**config.mk**
```make
export PLATFORM = sky130hd
export DESIGN_NAME = imu_bias_calibrate_convert_core
export DESIGN_NICKNAME = d
export VERILOG_FILES = /design/src/rtl/ibcc_pkg.sv /design/src/rtl/ibcc_div.sv /design/src/rtl/imu_bias_calibrate_convert_core.sv
export SDC_FILE = /design/constraint.sdc
export NUM_CORES = 2
export LEC_CHECK = 0
export ABC_AREA = 1
export BUFFER_PORTS_ARGS = -buffer_cell sky130_fd_sc_hd__buf_2
export CAP_MARGIN = 20
export CORE_MARGIN = 2
export CORE_UTILIZATION = 55
export DETAILED_ROUTE_END_ITERATION = 7
export PLACE_DENSITY = 0.73
export SETUP_SLACK_MARGIN = 0.15
export SLEW_MARGIN = 20
export SYNTH_ARGS = -nofsm -noshare
export SYNTH_HDL_FRONTEND = slang
export SYNTH_SLANG_ARGS = --single-unit
export TNS_END_PERCENT = 20
```
**constraint.sdc**
```tcl
create_clock -name clk_i -period 9.75 [get_ports clk_i]
set_clock_uncertainty 0.05 [all_clocks]
set_input_delay 0.975 -clock clk_i [delete_from_list [all_inputs] [get_ports clk_i]]
set_output_delay 0.975 -clock clk_i [all_outputs]
set_load 0.03 [all_outputs]
```
**src/rtl/ibcc_pkg.sv**
```systemverilog
// Shared types and constants for the IMU bias calibration and conversion block.
// Holds the sequencer state type, status and register codes and divider port types.
// Depends on nothing.
package ibcc_pkg;

  localparam int unsigned NUM_CH   = 6;
  localparam int unsigned RAW_W    = 16;
  localparam int unsigned VAL_W    = 21;
  localparam int unsigned SUM_W    = 32;
  localparam int unsigned CNT_W    = 16;
  localparam int unsigned GAIN_W   = 24;
  localparam int unsigned ONEG_W   = 15;
  localparam int unsigned CFG_IX_W = 3;
  localparam int unsigned CFG_D_W  = 24;
  localparam int unsigned STATUS_W = 3;

  localparam logic [STATUS_W-1:0] STATUS_MEASURED    = 3'd0;
  localparam logic [STATUS_W-1:0] STATUS_CALIB_TAKEN = 3'd1;
  localparam logic [STATUS_W-1:0] STATUS_CALIB_DONE  = 3'd2;
  localparam logic [STATUS_W-1:0] STATUS_CALIB_FAIL  = 3'd3;
  localparam logic [STATUS_W-1:0] STATUS_REJECTED    = 3'd4;

  localparam logic [CFG_IX_W-1:0] CFG_SENSOR_PRESENT = 3'd0;
  localparam logic [CFG_IX_W-1:0] CFG_CALIB_SAMPLES  = 3'd1;
  localparam logic [CFG_IX_W-1:0] CFG_ACCEL_ONE_G    = 3'd2;
  localparam logic [CFG_IX_W-1:0] CFG_ACCEL_GAIN     = 3'd3;
  localparam logic [CFG_IX_W-1:0] CFG_GYRO_GAIN      = 3'd4;

  typedef enum logic [4:0] {
    S_IDLE = 5'b00001,
    S_ACC  = 5'b00010,
    S_DIV  = 5'b00100,
    S_MEAS = 5'b01000,
    S_DONE = 5'b10000
  } state_e;

  typedef struct packed {
    logic             start;
    logic [SUM_W-1:0] dividend;
    logic [CNT_W-1:0] divisor;
  } div_req_t;

  typedef struct packed {
    logic             done;
    logic [SUM_W-1:0] quotient;
  } div_rsp_t;

endpackage

```
**src/rtl/ibcc_div.sv**
```systemverilog
// Unsigned restoring divider producing one quotient bit per cycle.
// Uses the divider request and response types from ibcc_pkg.
module ibcc_div (
  input  logic              clk_i,
  input  logic              rst_ni,
  input  ibcc_pkg::div_req_t req_i,
  output ibcc_pkg::div_rsp_t rsp_o
);

  logic                         busy_q;
  logic                         done_q;
  logic [4:0]                   step_q;
  logic [ibcc_pkg::CNT_W-1:0]   rem_q;
  logic [ibcc_pkg::SUM_W-1:0]   quo_q;
  logic [ibcc_pkg::CNT_W-1:0]   dvs_q;
  logic [ibcc_pkg::CNT_W:0]     shifted;
  logic [ibcc_pkg::CNT_W:0]     diff;
  logic                         fits;

  assign shifted = {rem_q, quo_q[ibcc_pkg::SUM_W-1]};
  assign diff    = shifted - {1'b0, dvs_q};
  assign fits    = shifted >= {1'b0, dvs_q};

  always_ff @(posedge clk_i or negedge rst_ni) begin
    if (!rst_ni) begin
      busy_q <= 1'b0;
      done_q <= 1'b0;
      step_q <= '0;
    end else begin
      done_q <= 1'b0;
      if (req_i.start) begin
        busy_q <= 1'b1;
        step_q <= '0;
      end else if (busy_q) begin
        step_q <= step_q + 5'd1;
        if (step_q == 5'd31) begin
          busy_q <= 1'b0;
          done_q <= 1'b1;
        end
      end
    end
  end

  always_ff @(posedge clk_i) begin
    if (req_i.start) begin
      rem_q <= '0;
      quo_q <= req_i.dividend;
      dvs_q <= req_i.divisor;
    end else if (busy_q) begin
      rem_q <= fits ? diff[ibcc_pkg::CNT_W-1:0] : shifted[ibcc_pkg::CNT_W-1:0];
      quo_q <= {quo_q[ibcc_pkg::SUM_W-2:0], fits};
    end
  end

  assign rsp_o.done     = done_q;
  assign rsp_o.quotient = quo_q;

endmodule

```
**src/rtl/imu_bias_calibrate_convert_core.sv**
```systemverilog
// Top level of the IMU bias calibration and scaling block.
// Depends on ibcc_pkg and instantiates the shared divider ibcc_div.
//
// Usage: an input transfer carries an operation flag, a read-ok flag and six
// raw readings; each produces exactly one output transfer carrying a status and
// six values. Registers are to be written through the plain write port only
// while idle; the block itself does not enforce this. The input is taken
// only while the sequencer is idle. A rejected item goes straight to the done
// state, from which its result loads into the output register. A calibration
// sample updates one running sum per cycle in a shared adder. A measurement
// scales one axis per cycle in a shared multiplier. The item that completes a
// calibration run with a nonzero good count then divides six sums by that count
// in the shared divider, one sum after another, and its result loads once the
// last quotient is in. The output register lets the next item be accepted
// while a result still waits for its receiver; a stalled receiver holds the
// result, and the finished next item then waits in its last state until the
// register frees.
// Reset clears sums, offsets and counts and loads the register defaults.
module imu_bias_calibrate_convert_core (
  input  logic                                    clk_i,
  input  logic                                    rst_ni,
  input  logic                                    cfg_we_i,
  input  logic [ibcc_pkg::CFG_IX_W-1:0]           cfg_index_i,
  input  logic [ibcc_pkg::CFG_D_W-1:0]            cfg_data_i,
  input  logic                                    in_valid_i,
  output logic                                    in_ready_o,
  input  logic                                    op_i,
  input  logic                                    sample_ok_i,
  input  logic signed [ibcc_pkg::RAW_W-1:0]       accel_x_raw_i,
  input  logic signed [ibcc_pkg::RAW_W-1:0]       accel_y_raw_i,
  input  logic signed [ibcc_pkg::RAW_W-1:0]       accel_z_raw_i,
  input  logic signed [ibcc_pkg::RAW_W-1:0]       gyro_x_raw_i,
  input  logic signed [ibcc_pkg::RAW_W-1:0]       gyro_y_raw_i,
  input  logic signed [ibcc_pkg::RAW_W-1:0]       gyro_z_raw_i,
  output logic                                    out_valid_o,
  input  logic                                    out_ready_i,
  output logic [ibcc_pkg::STATUS_W-1:0]           status_o,
  output logic signed [ibcc_pkg::VAL_W-1:0]       accel_x_val_o,
  output logic signed [ibcc_pkg::VAL_W-1:0]       accel_y_val_o,
  output logic signed [ibcc_pkg::VAL_W-1:0]       accel_z_val_o,
  output logic signed [ibcc_pkg::VAL_W-1:0]       gyro_x_val_o,
  output logic signed [ibcc_pkg::VAL_W-1:0]       gyro_y_val_o,
  output logic signed [ibcc_pkg::VAL_W-1:0]       gyro_z_val_o
);

  localparam int unsigned PROD_W = ibcc_pkg::RAW_W + 1 + ibcc_pkg::GAIN_W + 1;

  ibcc_pkg::state_e state_q;
  logic [2:0]       cnt_q;
  logic [2:0]       ch;
  logic             in_fire;

  logic                         present_q;
  logic [ibcc_pkg::CNT_W-1:0]   calib_q;
  logic [ibcc_pkg::ONEG_W-1:0]  one_g_q;
  logic [ibcc_pkg::GAIN_W-1:0]  again_q;
  logic [ibcc_pkg::GAIN_W-1:0]  ggain_q;

  logic [ibcc_pkg::SUM_W-1:0]   sums_q [ibcc_pkg::NUM_CH];
  logic [ibcc_pkg::RAW_W-1:0]   offs_q [ibcc_pkg::NUM_CH];
  logic [ibcc_pkg::CNT_W-1:0]   seen_q;
  logic [ibcc_pkg::CNT_W-1:0]   good_q;

  logic [ibcc_pkg::RAW_W-1:0]   raw_q  [ibcc_pkg::NUM_CH];
  logic                         ok_q;
  logic [ibcc_pkg::VAL_W-1:0]   val_q  [ibcc_pkg::NUM_CH];
  logic [ibcc_pkg::STATUS_W-1:0] status_q;
  logic signed [PROD_W-1:0]     prod_q;

  logic                          out_valid_q;
  logic [ibcc_pkg::STATUS_W-1:0] out_status_q;
  logic [ibcc_pkg::VAL_W-1:0]    out_val_q [ibcc_pkg::NUM_CH];
  logic                          out_load;

  logic                         div_start_q;
  ibcc_pkg::div_req_t           div_req;
  ibcc_pkg::div_rsp_t           div_rsp;

  logic [ibcc_pkg::SUM_W-1:0]   sum_sel;
  logic [ibcc_pkg::SUM_W-1:0]   sum_add;
  logic [ibcc_pkg::RAW_W-1:0]   quo16;
  logic [ibcc_pkg::RAW_W-1:0]   new_off;
  logic signed [ibcc_pkg::RAW_W:0] diff_m;
  logic [ibcc_pkg::GAIN_W-1:0]  gain_sel;
  logic signed [PROD_W-1:0]     prod_d;
  logic [PROD_W-17:0]           shifted_p;
  logic [ibcc_pkg::VAL_W-1:0]   sat_val;

  assign in_ready_o = (state_q == ibcc_pkg::S_IDLE);
  assign in_fire    = in_valid_i && in_ready_o;
  assign ch         = (cnt_q < 3'd6) ? cnt_q : 3'd0;
  assign out_load   = (state_q == ibcc_pkg::S_DONE) && (!out_valid_q || out_ready_i);

  assign sum_sel = sums_q[ch];
  assign sum_add = sum_sel + {{(ibcc_pkg::SUM_W - ibcc_pkg::RAW_W){raw_q[ch][15]}}, raw_q[ch]};

  assign div_req.start    = div_start_q;
  assign div_req.dividend = sum_sel[ibcc_pkg::SUM_W-1] ? (~sum_sel + 32'd1) : sum_sel;
  assign div_req.divisor  = good_q;

  ibcc_div u_div (
    .clk_i  (clk_i),
    .rst_ni (rst_ni),
    .req_i  (div_req),
    .rsp_o  (div_rsp)
  );

  assign quo16   = sum_sel[ibcc_pkg::SUM_W-1] ? (~div_rsp.quotient[15:0] + 16'd1)
                                              : div_rsp.quotient[15:0];
  assign new_off = (ch == 3'd2) ? (quo16 - {1'b0, one_g_q}) : quo16;

  assign diff_m   = $signed({raw_q[ch][15], raw_q[ch]}) - $signed({offs_q[ch][15], offs_q[ch]});
  assign gain_sel = (ch < 3'd3) ? again_q : ggain_q;
  assign prod_d   = PROD_W'(diff_m) * $signed({1'b0, gain_sel});

  assign shifted_p = prod_q[PROD_W-1:16];
  always_comb begin
    if (!shifted_p[PROD_W-17] && (shifted_p[PROD_W-18:20] != '0)) begin
      sat_val = {1'b0, {(ibcc_pkg::VAL_W-1){1'b1}}};
    end else if (shifted_p[PROD_W-17] && (shifted_p[PROD_W-18:20] != '1)) begin
      sat_val = {1'b1, {(ibcc_pkg::VAL_W-1){1'b0}}};
    end else begin
      sat_val = shifted_p[ibcc_pkg::VAL_W-1:0];
    end
  end

  always_ff @(posedge clk_i or negedge rst_ni) begin
    if (!rst_ni) begin
      state_q     <= ibcc_pkg::S_IDLE;
      cnt_q       <= '0;
      present_q   <= 1'b0;
      calib_q     <= 16'd200;
      one_g_q     <= 15'd16384;
      again_q     <= 24'd10042;
      ggain_q     <= 24'd128075;
      seen_q      <= '0;
      good_q      <= '0;
      div_start_q <= 1'b0;
      out_valid_q <= 1'b0;
      for (int i = 0; i < ibcc_pkg::NUM_CH; i++) begin
        sums_q[i] <= '0;
        offs_q[i] <= '0;
      end
    end else begin
      div_start_q <= 1'b0;
      if (cfg_we_i) begin
        case (cfg_index_i)
          ibcc_pkg::CFG_SENSOR_PRESENT: present_q <= cfg_data_i[0];
          ibcc_pkg::CFG_CALIB_SAMPLES:  calib_q   <= cfg_data_i[ibcc_pkg::CNT_W-1:0];
          ibcc_pkg::CFG_ACCEL_ONE_G:    one_g_q   <= cfg_data_i[ibcc_pkg::ONEG_W-1:0];
          ibcc_pkg::CFG_ACCEL_GAIN:     again_q   <= cfg_data_i;
          ibcc_pkg::CFG_GYRO_GAIN:      ggain_q   <= cfg_data_i;
          default: ;
        endcase
      end
      if (out_load) begin
        out_valid_q <= 1'b1;
      end else if (out_ready_i) begin
        out_valid_q <= 1'b0;
      end
      case (state_q)
        ibcc_pkg::S_IDLE: begin
          cnt_q <= '0;
          if (in_fire) begin
            if (!present_q || (op_i && !sample_ok_i)) begin
              state_q <= ibcc_pkg::S_DONE;
            end else if (op_i) begin
              state_q <= ibcc_pkg::S_MEAS;
            end else begin
              state_q <= ibcc_pkg::S_ACC;
              seen_q  <= seen_q + 16'd1;
              good_q  <= good_q + {15'd0, sample_ok_i};
            end
          end
        end
        ibcc_pkg::S_ACC: begin
          if (ok_q) begin
            sums_q[ch] <= sum_add;
          end
          cnt_q <= cnt_q + 3'd1;
          if (cnt_q == 3'd5) begin
            cnt_q <= '0;
            if (seen_q < calib_q) begin
              state_q <= ibcc_pkg::S_DONE;
            end else if (good_q == '0) begin
              state_q <= ibcc_pkg::S_DONE;
              seen_q  <= '0;
              for (int i = 0; i < ibcc_pkg::NUM_CH; i++) begin
                sums_q[i] <= '0;
              end
            end else begin
              state_q     <= ibcc_pkg::S_DIV;
              div_start_q <= 1'b1;
            end
          end
        end
        ibcc_pkg::S_DIV: begin
          if (div_rsp.done) begin
            offs_q[ch] <= new_off;
            if (cnt_q == 3'd5) begin
              state_q <= ibcc_pkg::S_DONE;
              seen_q  <= '0;
              good_q  <= '0;
              for (int i = 0; i < ibcc_pkg::NUM_CH; i++) begin
                sums_q[i] <= '0;
              end
            end else begin
              cnt_q       <= cnt_q + 3'd1;
              div_start_q <= 1'b1;
            end
          end
        end
        ibcc_pkg::S_MEAS: begin
          cnt_q <= cnt_q + 3'd1;
          if (cnt_q == 3'd6) begin
            state_q <= ibcc_pkg::S_DONE;
          end
        end
        ibcc_pkg::S_DONE: begin
          if (out_load) begin
            state_q <= ibcc_pkg::S_IDLE;
          end
        end
        default: state_q <= ibcc_pkg::S_IDLE;
      endcase
    end
  end

  always_ff @(posedge clk_i) begin
    if (in_fire) begin
      raw_q[0] <= accel_x_raw_i;
      raw_q[1] <= accel_y_raw_i;
      raw_q[2] <= accel_z_raw_i;
      raw_q[3] <= gyro_x_raw_i;
      raw_q[4] <= gyro_y_raw_i;
      raw_q[5] <= gyro_z_raw_i;
      ok_q     <= sample_ok_i;
      for (int i = 0; i < ibcc_pkg::NUM_CH; i++) begin
        val_q[i] <= '0;
      end
      if (!present_q || (op_i && !sample_ok_i)) begin
        status_q <= ibcc_pkg::STATUS_REJECTED;
      end else if (op_i) begin
        status_q <= ibcc_pkg::STATUS_MEASURED;
      end else begin
        status_q <= ibcc_pkg::STATUS_CALIB_TAKEN;
      end
    end
    if ((state_q == ibcc_pkg::S_ACC) && (cnt_q == 3'd5) && !(seen_q < calib_q)
        && (good_q == '0)) begin
      status_q <= ibcc_pkg::STATUS_CALIB_FAIL;
    end
    if ((state_q == ibcc_pkg::S_DIV) && div_rsp.done) begin
      val_q[ch] <= {{(ibcc_pkg::VAL_W - ibcc_pkg::RAW_W){new_off[15]}}, new_off};
      status_q  <= ibcc_pkg::STATUS_CALIB_DONE;
    end
    if (state_q == ibcc_pkg::S_MEAS) begin
      prod_q <= prod_d;
      if (cnt_q != 3'd0) begin
        val_q[cnt_q - 3'd1] <= sat_val;
      end
    end
    if (out_load) begin
      out_status_q <= status_q;
      for (int i = 0; i < ibcc_pkg::NUM_CH; i++) begin
        out_val_q[i] <= val_q[i];
      end
    end
  end

  assign out_valid_o   = out_valid_q;
  assign status_o      = out_status_q;
  assign accel_x_val_o = out_val_q[0];
  assign accel_y_val_o = out_val_q[1];
  assign accel_z_val_o = out_val_q[2];
  assign gyro_x_val_o  = out_val_q[3];
  assign gyro_y_val_o  = out_val_q[4];
  assign gyro_z_val_o  = out_val_q[5];

endmodule

```
## Yosys cells after proc, flatten, opt, wreduce, memory -nomap -nowiden

Memories as Yosys holds them, arrays and structs flattened.
Cells that the tools add are included.

| word-level totals | value |
|---|---|
| register bits after elaboration | 530 |
| memory bits (writable) | 348 |
| input bits | 130 |
| logic and storage cells | 217 |
| memories kept | 3 |

| operators by class | value |
|---|---|
| add/sub/neg operators | 11 |
| multiply operators | 1 |
| $lt $le $gt $ge | 6 |
| eq/ne operators | 25 |
| muxes and demuxes | 92 |
| bitwise logic cells | 3 |
| reduce and logical (&&, ||, !) cells | 42 |

Memories:

| name | words | width | rd ports | clocked after memory_dff | wr ports | RTL line | text |
|---|---|---|---|---|---|---|---|
| out_val_q | 6 | 21 | 6 | 0 | 6 | imu_bias_calibrate_convert_core.sv:72 | `logic [ibcc_pkg::VAL_W-1:0] out_val_q [ibcc_pkg::NUM_CH];` |
| val_q | 6 | 21 | 6 | 0 | 6 | imu_bias_calibrate_convert_core.sv:66 | `logic [ibcc_pkg::VAL_W-1:0] val_q [ibcc_pkg::NUM_CH];` |
| raw_q | 6 | 16 | 1 | 0 | 6 | imu_bias_calibrate_convert_core.sv:64 | `logic [ibcc_pkg::RAW_W-1:0] raw_q [ibcc_pkg::NUM_CH];` |

Operators by type and width:

| cell | number |
|---|---|
| 2-to-1 mux 192 bit | 6 |
| case mux 192 bit (2 select lines) | 1 |
| 2-to-1 mux 16 bit | 17 |
| bitwise mux 192 bit | 1 |
| 2-to-1 mux 32 bit | 6 |
| binary-select mux 32 bit (select 3 bit) | 1 |
| bitwise mux 96 bit | 1 |
| demux 32 bit (select 3 bit) | 1 |
| 2-to-1 mux 21 bit | 4 |
| 2-to-1 mux 5 bit | 11 |
| binary-select mux 16 bit (select 3 bit) | 1 |
| demux 16 bit (select 3 bit) | 1 |
| case mux 16 bit (3 select lines) | 1 |
| multiplier 17 x 25 -> 42 bit | 1 |
| OR reduction 21 bit | 2 |
| adder 16 x 1 -> 16 bit, second input constant | 2 |
| adder 32 x 1 -> 32 bit, second input constant | 1 |
| adder 32 bit | 1 |
| inverter 32 bit | 1 |
| case mux 16 bit (2 select lines) | 1 |
| 2-to-1 mux 1 bit | 27 |
| case mux 5 bit (5 select lines) | 1 |
| 2-to-1 mux 24 bit | 1 |
| 2-to-1 mux 3 bit | 7 |
| other kinds (43) | 83 |

## Longest topological paths before layout

| depth | value |
|---|---|
| word-level depth | 13 |
| gate-level depth with buffers | 50 |

## Cells and area by module

Synthesis repeated with hierarchy kept, for this count alone.

| second synthesis, totals | value |
|---|---|
| cell total of the unflattened synthesis | 6911 |
| area, all modules | 57856.7 um2 |

By module, submodules not included:

| module | instances | cells each | area an instance (um2) | seq. area each (um2) |
|---|---|---|---|---|
| imu_bias_calibrate_convert_core | 1 | 6402 | 53741.5 | 21699.6 |
| ibcc_div | 1 | 509 | 4115.2 | 1936.9 |

## Least setup slack after synthesis

Ideal clock, no wire load.

| timing | value |
|---|---|
| path kind | reg2reg |
| from | register cnt_q[1] |
| to | register prod_q[33], data pin |
| arrival | 8.441 ns |
| data required time | 9.448 ns |
| setup slack | 1.007 ns |
| cell stages (with the launch flop) | 46 |
| path buffers | 6 |
| period minus slack after synthesis | 8.743 ns |
| cells stage by stage | dfrtp_1 > inv_1 > ha_1 > buf_2 > inv_2 > buf_2 > buf_2 > clkbuf_1 > clkbuf_1 > o21ai_0 > o22a_1 > fa_1 > nand3_1 > nand3_1 > nand2_1 > nand2_1 > a21oi_1 > o21ai_1 > [10 not listed] > fa_1 > inv_1 > fa_1 > inv_1 > fa_1 > fa_1 > inv_1 > ha_1 > nand2_1 > nor2_1 > inv_1 > nor2_1 > and3_1 > a21oi_1 > o21ai_0 > nand2_1 > nand3_1 > nand2_1 |

| between the ends | value |
|---|---|
| cells in the longest elaborated chain, start to end | 8 |

Ends and longest elaborated chain:

| element | RTL line | text |
|---|---|---|
| start, declared | imu_bias_calibrate_convert_core.sv:49 | `logic [2:0] cnt_q;` |
| start signal, assigned | imu_bias_calibrate_convert_core.sv:180 | `cnt_q <= cnt_q + 3'd1;` |
| start signal, assigned | imu_bias_calibrate_convert_core.sv:208 | `cnt_q <= cnt_q + 3'd1;` |
| start signal, assigned | imu_bias_calibrate_convert_core.sv:214 | `cnt_q <= cnt_q + 3'd1;` |
| less-than comparator 3 bit | imu_bias_calibrate_convert_core.sv:91 | `assign ch = (cnt_q < 3'd6) ? cnt_q : 3'd0;` |
| 2-to-1 mux 3 bit (*) | imu_bias_calibrate_convert_core.sv:91 |  |
| inverter 3 -> 4 bit (not written as such) | imu_bias_calibrate_convert_core.sv:112 | `assign diff_m = $signed({raw_q[ch][15], raw_q[ch]}) - $signed({offs_q[ch][15], offs_q[ch]});` |
| binary-select mux 16 bit (select 3 bit) | imu_bias_calibrate_convert_core.sv:112 |  |
| 2-to-1 mux 16 bit (not written as such) (2 in series) | imu_bias_calibrate_convert_core.sv:112 |  |
| subtractor 16 x 16 -> 17 bit | imu_bias_calibrate_convert_core.sv:112 |  |
| multiplier 17 x 25 -> 42 bit (*) | imu_bias_calibrate_convert_core.sv:114 | `assign prod_d = PROD_W'(diff_m) * $signed({1'b0, gain_sel});` |
| named net prod_d[33] | imu_bias_calibrate_convert_core.sv:85 | `logic signed [PROD_W-1:0] prod_d;` |
| end signal, assigned | imu_bias_calibrate_convert_core.sv:258 | `prod_q <= prod_d;` |
| end, declared | imu_bias_calibrate_convert_core.sv:68 | `logic signed [PROD_W-1:0] prod_q;` |

The timed path passes the listed nets; every way through them passes the cells marked *. The select of a mux whose other input is x is not followed.
A chain may end at the register's enable or synchronous reset.

## Final worst setup path

| timing | value |
|---|---|
| from | register cnt_q[2] |
| to | register prod_q[38], data pin |

The elaborated chain is that of the path after synthesis.

==> results_dict.tcl <==
set metrics [dict create \
    tritoncts_clock_tree "done" \
    cp_data_arrival_time_ns 9.60 \
    chipWidth_um 325 \
    grt_first_pass_wirelength_um 272000 \
    detailroute.via_count 48100 \
    final.min_clock_period_ns 9.22 \
    slew_violations 0 \
    largest_net_degree_at_the_start_of_global_routing 141 \
    worst_slew_pin_slew_ns 1.11 \
    crit_slowest_cell "fa_1" \
    vias_per_cell 5.76 \
    clock-root-buffer "clkbuf_16" \
    detailedRoute.firstPassIterationCount 7 \
    clock_latency_ns 0.71 \
    finalNetCount 7607 \
    place.port_buffers 260 \
    top_cell_by_count_worst_path "fa_1" \
    remaining_drc_errors 0 \
    floorplan.initialDensity_pct 55.7 \
    place.gp.congestion 0.989 \
    timing_worst_setup_path_type "reg2reg" \
    rows 117 \
    detailedPlacementHpwl_um 127000 \
    worst-path-max-fanout 19 \
    grt_setup_unrepaired "false" \
    min_path_type "in2async" \
    crit_required_ns 10.14 \
    detail_route.wirelength_um 178000 \
    crit_path_start_kind "flop" \
    status "completed" \
    layout.cells.most_common_list "1664 x nand2_1, 941 x inv_1, 559 x o21ai_0, 467 x nor2_1, 426 x edfxtp_1" \
    totalNegativeSetupSlack_ns 0 \
    timing.final.setup_violations 0 \
    drt_first_iter_violations 5712 \
    die_area_um2 106000 \
    postSynth.topFlopCell "edfxtp_1" \
    wl_per_cell_um 21.3 \
    cts.sinks 862 \
    synthCells 6665 \
    antenna_found_initial 4 \
    synthesized_area_um2 56800 \
    share_of_the_yosys_chip_area_belonging_to_registers_pct 41.6 \
    max_clock_freq_ghz 0.108 \
    postSynth.asyncResetShare_pct 48.4 \
    synth.area.top_cells "edfxtp_1 23%, dfrtp_1 17%, fa_1 12%, nand2_1 11%, inv_1 6.3%" \
    worstSetupEndpointType "flop" \
    worst_setup_hold_path_clk_slew_ns 0.06 \
    critical_path.startpoint "cnt_q[2]" \
    placeableCoreArea_um2 102000 \
    clock_tree.htree_level_count 3 \
    layout_commonest_cell "nand2_1" \
    ant_nets 0 \
    synthDominantAreaCellType "edfxtp_1" \
    fin_crit_sh_pct 94.6 \
    synth.net_count 7371 \
    globalRouteTotalUtil_pct 33.2 \
    worst_path_largest_cell_delay_ns 0.60 \
    yosysUniqueCellTypes 68 \
    number_of_enable_flip_flop_cells_after_synthesis 426 \
    ctsLongestPathBuffers 3 \
    synth_top_area_share_pct 22.5 \
    rrSetupSlack_ns 0.53 \
    rr_startpoint "cnt_q[2]" \
    layout-drive-gt1-share_pct 11.0 \
    final_hold_viol_count 0 \
    cts_buffers 92 \
    gr-total-overflow 0 \
    slew-limit-headroom_pct 25.4 \
    syn_avg_cell_area_um2 8.52 \
    max_cap_viol_count 0 \
    yosysWarningCount 0 \
    postCtsHoldBufs 0 \
    timing.hold.ws_ns 0.221 \
    synth.ff_latch_count 862 \
    die_height_um 325 \
    syn2layout_area_growth_pct 11.3 \
    pin_count 261 \
    first_global_vias 46400 \
]
[metal layers]
| layer | wire length [um] | part of all wire [%] | track usage [%] |
|---|---|---|---|
| met1 | 73200 | 41 | 46.2 |
| met4 | 7650 | 4.3 | 13.1 |
| met2 | 80000 | 45 | 51.6 |
| met5 | 0 | 0 | 0 |
| met3 | 16900 | 9.5 | 6.39 |
[worst max-delay path, delay by kind of cell, from the launching register on]
family / cells / cell delay (ns)
simple gates: 9 / 1.43
flops: 1 / 0.38
xor+xnor: 1 / 0.09
fa+ha+maj: 9 / 3.90
compound gates: 8 / 1.61
buf+inv: 10 / 1.45
[synth_stat cells, types with 11 or more instances]
library cell and count:
o221ai_1 17, dfxtp_1 19, nor2_2 15, or2_2 87
nand2_2 15, buf_1 11, nand4_1 32, nor2_1 473
xnor2_1 29, fa_1 332, a21o_1 11, dfrtp_1 394
nand3_1 360, nor3_1 42, buf_6 14, o21ai_0 562
inv_1 949, o211ai_1 61, edfxtp_1 426, inv_2 20
a31oi_1 23, clkinv_1 18, o22ai_1 69, xor2_1 63
o21ai_1 40, ha_1 244, a21oi_1 280, buf_2 68
nand2_1 1673, clkbuf_1 161, dfstp_2 23, o21bai_1 13
[sequential cells by signal (all words and copies together) (netlist names), 3 cells and up]
| signal | cells |
|---|---|
| u_div.quo_q | 32 |
| state_q | 5 |
| prod_q | 26 |
| u_div.step_q | 5 |
| status_q | 3 |
| again_q | 24 |
| u_div.dvs_q | 16 |
| seen_q | 16 |
| out_val_q | 126 |
| good_q | 16 |
| status_o | 3 |
| calib_q | 16 |
| ggain_q | 24 |
| val_q | 126 |
| raw_q | 96 |
| one_g_q | 15 |
| offs_q | 96 |
| sums_q | 192 |
| u_div.rem_q | 16 |
| cnt_q | 3 |
[stage by stage]
stage | util, % | setup WS (ns) | instance area [um2] | std cells
detailed placement | 58.5 | 0.307 | 59600 | 8149
global placement | 58.4 | 0.477 | 59600 | 8148
floorplan | - | 1.01 | 56800 | 6665
finish | 61.9 | 0.531 | 63200 | 8350
CTS | 61.6 | 0.335 | 62800 | 8321
global route | 61.9 | 0.144 | 63200 | 8350
[kinds of logic after synthesis]
family / after synthesis / share of synthesized area, %
and+or+nand+nor: 2742 / 20.1
buffers and inverters: 1247 / 8.61
AOI/OAI and AO/OA: 1144 / 11.2
DFF: 862 / 41.6
adders and majority gates: 576 / 17.1
xor gates and xnor gates: 92 / 1.42
muxes: 2 / 0.0352
[final cells by class]
class                   count  area (um2)
multi-input cells        4556       28400
well taps                1368        1710
flip-flops and latches    862       23600
inverters                 987        3730
clock inverters            43         623
repair buffers            399        2510
clock buffers             129        2570
repair inverters            3        15.0
diodes                      3        7.51
fillers                  8795       38800
[final timing paths]
kind / end / depth (start not counted)
max reg2reg: prod_q[38] / 37
max: prod_q[38] / 37
min in group clk_i: out_val_q[5][5] / 0
min reg2reg: out_val_q[5][5] / 0
max in group asynchronous: sums_q[126] / 3
min: sums_q[133] / 1
[repair_timing]
item                       in CTS  in global routing
resized for setup               0                 34
setup endpoints to repair       0                 25
hold endpoints to repair        0                  0
setup buffers                   0                 20
Power is not shown: default switching activity piles up to over one toggle a cycle in this logic, so the estimate is an artifact.
